## config.mk

```make
export PLATFORM = sky130hd
export DESIGN_NAME = pmm_decode
export DESIGN_NICKNAME = d
export VERILOG_FILES = /design/src/hw/rtl/pmm_pkg.sv /design/src/hw/rtl/pmm_decode.sv
export SDC_FILE = /design/constraint.sdc
export NUM_CORES = 1
export LEC_CHECK = 0
export ABC_AREA = 1
export BUFFER_PORTS_ARGS = -buffer_cell sky130_fd_sc_hd__buf_4
export CAP_MARGIN = 20
export CORE_MARGIN = 1.5
export CORE_UTILIZATION = 56
export DETAILED_ROUTE_END_ITERATION = 12
export PLACE_DENSITY = 0.84
export SETUP_SLACK_MARGIN = 0.02
export SYNTH_ARGS = -nofsm -noshare
export SYNTH_HDL_FRONTEND = slang
export SYNTH_SLANG_ARGS = --single-unit
```

## constraint.sdc

```tcl
create_clock -name aclk -period 4.07 [get_ports aclk]
set_input_delay 0.2035 -clock aclk [delete_from_list [all_inputs] [get_ports aclk]]
set_output_delay 0.2035 -clock aclk [all_outputs]
set_load 0.01 [all_outputs]
```

## src/hw/rtl/pmm_pkg.sv

```systemverilog
// ----------------------------------------------------------------------------
// pmm_pkg
// Shared types and constants of the paged memory mapper: bus decode
// constants, memory sizes, result target codes and the control structs that
// pass between the mapper's sub-blocks.
// ----------------------------------------------------------------------------
package pmm_pkg;

    // sizes
    localparam int ROM_PAGES       = 64;
    localparam int SYS_RAM_BYTES   = 8192;
    localparam int CART_BANK_BYTES = 16384;
    localparam int CART_RAM_BYTES  = 2 * CART_BANK_BYTES;
    localparam int SYS_AW          = $clog2(SYS_RAM_BYTES);
    localparam int CART_AW         = $clog2(CART_RAM_BYTES);
    localparam int PAGE_W          = 6;
    localparam int OFFSET_W        = 14;
    localparam int ROM_AW          = PAGE_W + OFFSET_W;
    localparam int BUS_AW          = 16;
    localparam int DATA_W          = 8;
    localparam int PAGE_TBL_DEPTH  = 2 ** PAGE_W;

    // bus addresses
    localparam logic [BUS_AW-1:0] LOW_KB_LIMIT  = 16'h0400;
    localparam logic [BUS_AW-1:0] PAGE_REG_BASE = 16'hFFFC;
    localparam logic [BUS_AW-1:0] ALT_SLOT0_ADR = 16'h0000;
    localparam logic [BUS_AW-1:0] ALT_SLOT1_ADR = 16'h4000;
    localparam logic [BUS_AW-1:0] ALT_SLOT2_ADR = 16'h8000;

    // regions of the bus (address bits 15:14)
    localparam logic [1:0] REGION_SLOT0 = 2'd0;
    localparam logic [1:0] REGION_SLOT1 = 2'd1;
    localparam logic [1:0] REGION_SLOT2 = 2'd2;
    localparam logic [1:0] REGION_SYS   = 2'd3;

    // paging control bytes at the top of system ram (index bits 1:0)
    localparam logic [1:0] CTL_BYTE   = 2'd0;
    localparam logic [1:0] SLOT0_BYTE = 2'd1;
    localparam logic [1:0] SLOT1_BYTE = 2'd2;
    localparam logic [1:0] SLOT2_BYTE = 2'd3;
    localparam int         CTL_EN_BIT   = 3;
    localparam int         CTL_BANK_BIT = 2;

    // reset contents of the paging bytes
    localparam logic [PAGE_W-1:0] SLOT0_INIT = 6'd0;
    localparam logic [PAGE_W-1:0] SLOT1_INIT = 6'd1;
    localparam logic [PAGE_W-1:0] SLOT2_INIT = 6'd2;
    localparam logic [SYS_AW-1:0] SLOT1_BYTE_IDX = 13'h1FFE;
    localparam logic [SYS_AW-1:0] SLOT2_BYTE_IDX = 13'h1FFF;

    // result target codes
    typedef enum logic [1:0] {
        TGT_ROM  = 2'd0,
        TGT_CART = 2'd1,
        TGT_SYS  = 2'd2,
        TGT_NONE = 2'd3
    } target_t;

    // clear sequencer states
    typedef enum logic {
        INIT_CLEAR,
        INIT_RUN
    } init_state_t;

    // clear sequencer to memories
    typedef struct packed {
        logic               busy;
        logic               sys_we;
        logic [SYS_AW-1:0]  sys_addr;
        logic [DATA_W-1:0]  sys_data;
        logic               cart_we;
        logic [CART_AW-1:0] cart_addr;
    } init_ctl_t;

    // decoded access of one item
    typedef struct packed {
        logic               sys_we;
        logic               sys_re;
        logic [SYS_AW-1:0]  sys_addr;
        logic               cart_we;
        logic               cart_re;
        logic [CART_AW-1:0] cart_addr;
        logic [DATA_W-1:0]  wdata;
        target_t            target;
        logic [ROM_AW-1:0]  rom_address;
    } access_t;

endpackage

```

## src/hw/rtl/pmm_decode.sv

```systemverilog
// ----------------------------------------------------------------------------
// pmm_decode
// Page registers and bus decode: maps one access to a ROM address, a RAM
// access or no target, and updates the slot pages and cartridge ram control
// on writes.
module pmm_decode (
    input  logic                          aclk,
    input  logic                          aresetn,
    input  logic                          alt_mode,
    input  logic                          accept,
    input  logic                          command,
    input  logic [pmm_pkg::BUS_AW-1:0]    address,
    input  logic [pmm_pkg::DATA_W-1:0]    write_data,
    output pmm_pkg::access_t              access
);
    import pmm_pkg::*;

    logic [PAGE_W-1:0] slot0_reg, slot0_next;
    logic [PAGE_W-1:0] slot1_reg, slot1_next;
    logic [PAGE_W-1:0] slot2_reg, slot2_next;
    logic              cart_en_reg, cart_en_next;
    logic              cart_bank_reg, cart_bank_next;
    // copies of the paging bytes held in system ram
    logic [PAGE_W-1:0] sh_p0_reg, sh_p0_next;
    logic [PAGE_W-1:0] sh_p1_reg, sh_p1_next;
    logic [PAGE_W-1:0] sh_p2_reg, sh_p2_next;
    logic              sh_en_reg, sh_en_next;
    logic              sh_bank_reg, sh_bank_next;

    logic [PAGE_W-1:0] page_mod [PAGE_TBL_DEPTH];
    logic [PAGE_W-1:0] rd_page;
    logic [1:0]        region;
    logic              cart_on;
    logic              ctl_hit;
    logic [PAGE_W-1:0] wr_page;

    // page number reduced modulo the rom size
    for (genvar i = 0; i < PAGE_TBL_DEPTH; i++) begin : g_page_mod
        assign page_mod[i] = PAGE_W'(i % ROM_PAGES);
    end

    assign region  = address[BUS_AW-1:BUS_AW-2];
    assign cart_on = cart_en_reg && !alt_mode;
    assign ctl_hit = (region == REGION_SYS) && (&address[SYS_AW-1:2]);
    assign wr_page = write_data[PAGE_W-1:0];

    // registers
    always_ff @(posedge aclk) begin
        if (!aresetn) begin
            slot0_reg     <= SLOT0_INIT;
            slot1_reg     <= SLOT1_INIT;
            slot2_reg     <= SLOT2_INIT;
            cart_en_reg   <= 1'b0;
            cart_bank_reg <= 1'b0;
            sh_p0_reg     <= SLOT0_INIT;
            sh_p1_reg     <= SLOT1_INIT;
            sh_p2_reg     <= SLOT2_INIT;
            sh_en_reg     <= 1'b0;
            sh_bank_reg   <= 1'b0;
        end else begin
            slot0_reg     <= slot0_next;
            slot1_reg     <= slot1_next;
            slot2_reg     <= slot2_next;
            cart_en_reg   <= cart_en_next;
            cart_bank_reg <= cart_bank_next;
            sh_p0_reg     <= sh_p0_next;
            sh_p1_reg     <= sh_p1_next;
            sh_p2_reg     <= sh_p2_next;
            sh_en_reg     <= sh_en_next;
            sh_bank_reg   <= sh_bank_next;
        end
    end

    // paging byte copies follow every system ram write to them
    always_comb begin
        sh_p0_next   = sh_p0_reg;
        sh_p1_next   = sh_p1_reg;
        sh_p2_next   = sh_p2_reg;
        sh_en_next   = sh_en_reg;
        sh_bank_next = sh_bank_reg;
        if (accept && command && ctl_hit) begin
            case (address[1:0])
                CTL_BYTE: begin
                    sh_en_next   = write_data[CTL_EN_BIT];
                    sh_bank_next = write_data[CTL_BANK_BIT];
                end
                SLOT0_BYTE: sh_p0_next = wr_page;
                SLOT1_BYTE: sh_p1_next = wr_page;
                SLOT2_BYTE: sh_p2_next = wr_page;
                default:    sh_p0_next = sh_p0_reg;
            endcase
        end
    end

    // page register updates
    always_comb begin
        slot0_next     = slot0_reg;
        slot1_next     = slot1_reg;
        slot2_next     = slot2_reg;
        cart_en_next   = cart_en_reg;
        cart_bank_next = cart_bank_reg;
        if (accept && command) begin
            if (alt_mode) begin
                if (address == ALT_SLOT0_ADR) begin
                    slot0_next = wr_page;
                end else if (address == ALT_SLOT1_ADR) begin
                    slot1_next = wr_page;
                end else if (address == ALT_SLOT2_ADR) begin
                    slot2_next = wr_page;
                end
            end else if (address >= PAGE_REG_BASE) begin
                // reload everything from the paging bytes, this write included
                slot0_next     = sh_p0_next;
                slot1_next     = sh_p1_next;
                slot2_next     = sh_p2_next;
                cart_en_next   = sh_en_next;
                cart_bank_next = sh_bank_next;
            end
        end
    end

    // access decode
    always_comb begin
        access             = '0;
        access.sys_addr    = address[SYS_AW-1:0];
        access.cart_addr   = {cart_bank_reg, address[OFFSET_W-1:0]};
        access.wdata       = write_data;
        access.target      = TGT_NONE;
        rd_page            = '0;
        if (!command) begin
            if (!alt_mode && address < LOW_KB_LIMIT) begin
                access.target = TGT_ROM;
                rd_page       = '0;
            end else begin
                case (region)
                    REGION_SLOT0: begin
                        access.target = TGT_ROM;
                        rd_page       = slot0_reg;
                    end
                    REGION_SLOT1: begin
                        access.target = TGT_ROM;
                        rd_page       = slot1_reg;
                    end
                    REGION_SLOT2: begin
                        if (cart_on) begin
                            access.target  = TGT_CART;
                            access.cart_re = accept;
                        end else begin
                            access.target = TGT_ROM;
                            rd_page       = slot2_reg;
                        end
                    end
                    default: begin
                        access.target = TGT_SYS;
                        access.sys_re = accept;
                    end
                endcase
            end
        end else begin
            if (region == REGION_SLOT2 && cart_on) begin
                access.target  = TGT_CART;
                access.cart_we = accept;
            end else if (region == REGION_SYS) begin
                access.target = TGT_SYS;
                access.sys_we = accept;
            end
        end
        if (access.target == TGT_ROM) begin
            access.rom_address = {page_mod[rd_page], address[OFFSET_W-1:0]};
        end
    end

    // alternate mode never reaches cartridge ram
    a_alt_no_cart: assert property (@(posedge aclk) disable iff (!aresetn)
        alt_mode |-> !access.cart_we && !access.cart_re)
        else $error("cartridge ram used in alternate mode");
    // a reload in standard mode leaves the slots equal to the byte copies
    a_reload: assert property (@(posedge aclk) disable iff (!aresetn)
        accept && command && !alt_mode && address >= PAGE_REG_BASE
        |=> slot0_reg == sh_p0_reg && slot1_reg == sh_p1_reg
            && slot2_reg == sh_p2_reg && cart_en_reg == sh_en_reg)
        else $error("page registers differ from paging bytes after reload");
    a_page_regs_idle: assert property (@(posedge aclk) disable iff (!aresetn)
        !accept |=> $stable(slot0_reg) && $stable(slot1_reg) && $stable(slot2_reg))
        else $error("page register changed without an item");

endmodule

```

* Yosys cells after proc, flatten, opt, wreduce, memory -nomap -nowiden
Memory sizes are Yosys's and may differ from the RTL's. Cells that the tools add are included.
Storage, ports and cells: output and inout bits 62, logic and storage cells 95, memories 1, input port bits 29, bits in registers 40, ROM bits 384
Cells by class: bitwise operators 2, magnitude comparators 3, muxes and demuxes 47, reductions and logical operators 19, equal/unequal tests 13
Memory list:
- (no name shown) | depth 64, bits a word 6, read ports 1, clocked after memory_dff 0, write ports 0, line pmm_decode.sv:169 | access.rom_address = {page_mod[rd_page], address[OFFSET_W-1:0]};
Operators by type and width (count):
- $mux 6 | 23
- $mux 20 | 1
- $mux 1 | 18
- $pmux 6 s3 | 1
- $eq 16x15->1 const B | 1
- $eq 16x16->1 const B | 1
- $ge 16x16->1 const B | 1
- $logic_not 16->1 | 1
- $lt 16x11->1 const B | 1
- $reduce_and 11->1 | 1
- $eq 2x2->1 const B | 4
- $ge 7x7->1 const B | 1
- $not 6->7 | 1
- $logic_and 1x1->1 | 6
- $logic_not 2->1 | 3
- $mux 2 | 3
- $ne 2x1->1 const B | 3
- $reduce_and 3->1 | 2
- $reduce_and 5->1 | 1
- $eq 2x1->1 const B | 2
- $ne 2x2->1 const B | 2
- $pmux 2 s2 | 1
- $reduce_and 4->1 | 1
- $reduce_or 3->1 | 1
- 4 further kinds | 4

* Depth between registers and ports, before layout
depth after elaboration 11, gate-level depth with buffers 12, mapped depth without buffers 11

* Least setup slack after synthesis
OpenSTA, ideal clock, no wires.
path type input -> output, start input alt_mode, end output access[10] (netlist bit), data arrival time 1.329 ns, data required time 3.867 ns, path buffers 3, setup slack 2.538 ns, stages on the path 9, cell sequence buf_2 > nor2_4 > nand2_4 > nand2_2 > o21ai_2 > or2_1 > buf_6 > buf_12 > nor2_4
RTL lines:
- start, declared | line pmm_decode.sv:9 | input logic alt_mode,
- end, declared | line pmm_decode.sv:14 | output pmm_pkg::access_t access

==> impl_metrics.yaml <==
run_status:
  outcome: "complete, no violations"
sta:
  tightest_slew_ns: 1.08
  fin_skew_ns: 0.00856
  finalSetupViolCount: 0
  slew_viol_final: 0
  min_period_over_period: 0.589
  max_freq_mhz: 417
  period_needed_ns: 2.40
  rsz0062_at_grt: "no"
  hold_viol_final: 0
  maxSlewHeadroom: 0.279
  fin_tns_setup_ns: 0
critical_path:
  required_ns: 3.87
  cpPeakStageDelay_ns: 0.84
  start_kind: "register"
  crit_path_end: "access[0]"
  crit_chain: "inv_1 > nor2_4 > nand2_4 > o21ai_1 > or2_1 > nor2_1 > buf_4"
  slowest_stage: "or2_1"
  setup.worst_path.start: "cart_en_reg$_SDFFE_PN0P_"
  worst_ep_arrival_time_ns: 2.19
  r2r_start: "sh_p2_reg[4]$_SDFF_PN0_"
  reg2reg_slack_ns: 3.23
  critPathCaptureType: "output pin"
  worstSetupPathType: "reg -> out"
  critPathMaxFanout: 14
  ff2ff_path_depth: 6
  worstReg2RegEnd: "slot2_reg[4]$_SDFFE_PN0P_"
grt:
  grt_pass1_wl_um: 11100
  met2_usage: 0.431
  grt_pass1_vias: 2512
  use_met3: 0.0503
  grt.busiest_layer: "met2"
  grt_max_degree: 33
  overflow: 0
  grtUsageMet1: 0.315
  grt_antenna_before_repair: 0
  grt_use_total: 0.253
job:
  cap_viol_max_count: 0
clock_network:
  clockRootBuffer: "clkbuf_8"
  cts_made_buffers: 5
  postCtsResizedCells: 0
  cts_num_sinks: 40
  hold_buffers: 0
  insertion_delay_ns: 0.30
  clockBufferDepth: 2
  htreeDepth: 2
  clkTransAtPathRegs_ns: 0.08
  cts_tree: "yes"
  postCtsSetupBuffers: 0
layout:
  nets: 546
  drive_above_1_share: 0.243
  syn_to_final_growth_pct: 15.8
  fin_cells: 588
  final_util: 0.673
  diodes: 0
floorplanning:
  row_count: 26
  die_h_um: 75.8
  chipWidth_um: 75.8
  initial_core_util: 0.581
  pin_count: 91
  core_area_sq_um: 5110
  dieArea_sq_um: 5750
synthesis:
  synth_cell_types: 29
  synth-seq-cells: 40
  synth.top_cell.area_share: 0.270
  synth-seq-area-share: 0.270
  syn_area_sq_um: 2970
  postSynthAreaPerCell_sq_um: 6.23
  synth.largest_area_cell: "dfxtp_1"
  syn_inst: 476
  syn-num-nets: 505
  yosys_warnings: 0
  yosys-top-cells-area: "dfxtp_1 27%, nand2_1 15%, inv_1 10%"
drt:
  wl_per_cell_um: 11.8
  num_vias: 2882
  drc: 0
  drtIter0Drc: 159
  viasPerCell: 4.90
  wirelength_um: 6920
  drt_pass1_iterations: 5
  antenna_left: 0
place:
  dpl.hpwl_um: 5320
  gp_congestion: 0.984
  portBuffers: 86
  placedCellCount: 580
power_and_ir_drop:
  finalPower_mw: 0.920
  powerDensity_nw_per_um2: 268
  leakage_nw: 1.85
  ir_drop_uv: 212
hold_path:
  hold_path_class: "in -> reg"
-- per-stage QoR --
| step | setup WS [ns] | area [sq um] | hold slack, ns |
|---|---|---|---|
| 3_5_place_dp | 1.90 | 3310 | 0.407 |
| 2_1_floorplan | 2.54 | 2970 | 0.413 |
| 4_1_cts | 1.64 | 3440 | 0.135 |
| 6_report | 1.67 | 3440 | 0.146 |
| 5_1_grt | 1.49 | 3440 | 0.155 |
| 3_3_place_gp | 1.95 | 3310 | 0.407 |
-- cells by family (layout without fill, tap and decap cells) --
family / count (synthesis) / in the layout / share of synthesized area
compound gates: 31 / 31 / 0.0641
buf+inv: 139 / 181 / 0.242
flops: 40 / 40 / 0.270
simple gates: 266 / 266 / 0.424
-- where the power goes --
| part | leakage (nW) | internal, mW | switching [mW] |
|---|---|---|---|
| Clock | 0.0645 | 0.216 | 0.137 |
| Combinational | 1.46 | 0.0691 | 0.101 |
| Sequential | 0.323 | 0.395 | 0.00209 |
| Total | 1.85 | 0.681 | 0.240 |
-- critical path: cells and delay by family (launching register included) --
| kind | cells | cell delay (ns) |
|---|---|---|
| AND/OR/NAND/NOR | 4 | 1.18 |
| buffers and inverters | 2 | 0.25 |
| flip-flops | 1 | 0.31 |
| AO/OA/AOI/OAI | 1 | 0.14 |
-- routing by layer --
metal,vias to the layer above,part of all wire,routed length (um)
met1,1261,0.43,2980
met3,17,0.070,483
li1,1486,-,-
met4,0,0.022,153
met5,-,0,0
met2,118,0.48,3300
-- cells in the mapped netlist --
| master | count |
|---|---|
| buf_1 | 1 |
| nand4_1 | 19 |
| nor2_1 | 83 |
| o21ai_0 | 5 |
| inv_2 | 4 |
| nand3_4 | 2 |
| a21oi_1 | 13 |
| dfxtp_1 | 40 |
| nand3_2 | 3 |
| nand2_2 | 2 |
| nor2_4 | 13 |
| buf_12 | 1 |
| nor2_8 | 1 |
| nor3_1 | 2 |
| nand2_1 | 118 |
| inv_1 | 83 |
| a221oi_1 | 6 |
| buf_8 | 1 |
| nor2_2 | 2 |
| clkbuf_1 | 5 |
| nand3_1 | 18 |
| o21ai_2 | 3 |
| o21ai_1 | 3 |
| buf_6 | 3 |
| buf_2 | 3 |
| a31oi_1 | 1 |
| or2_1 | 1 |
| nand2_4 | 2 |
| buf_4 | 38 |
-- cell usage in the layout (no fill, tap or decap) --
cell	count
nor2_1	83
clkbuf_8	7
o21ai_0	5
nand2_1	118
nor2_2	2
dfxtp_1	40
nand4_1	19
or2_1	1
nand3_2	3
nand2_4	2
inv_2	4
nand3_1	18
a31oi_1	1
bufinv_16	1
buf_4	86
nor2_8	1
nand3_4	2
a221oi_1	6
nor3_1	2
o21ai_1	3
o21ai_2	3
inv_1	83
nand2_2	2
nor2_4	13
a21oi_1	13
-- worst min-delay path by stage --
stage	cells after the start	to	start	slack, ns
floorplan	4	slot2_reg[1]$_SDFFE_PN1P_	write_data[1]	0.41
detailed placement	0	access[29]	write_data[7]	0.41
global route	2	sh_p2_reg[1]$_SDFF_PN1_	aresetn	0.16
global placement	0	access[29]	write_data[7]	0.41
CTS	2	sh_p2_reg[1]$_SDFF_PN1_	aresetn	0.13
finish	2	sh_p2_reg[1]$_SDFF_PN1_	aresetn	0.15
-- area by class of cell --
class | instances | area (sq um)
Clock buffer | 7 | 96.3
Clock inverter | 1 | 30.0
Fill cell | 471 | 1670
Inverter | 87 | 327
Multi-Input combinational cell | 297 | 1450
Sequential cell | 40 | 801
Tap cell | 70 | 87.6
Timing Repair Buffer | 86 | 646
(Power assumes the default switching activity.)
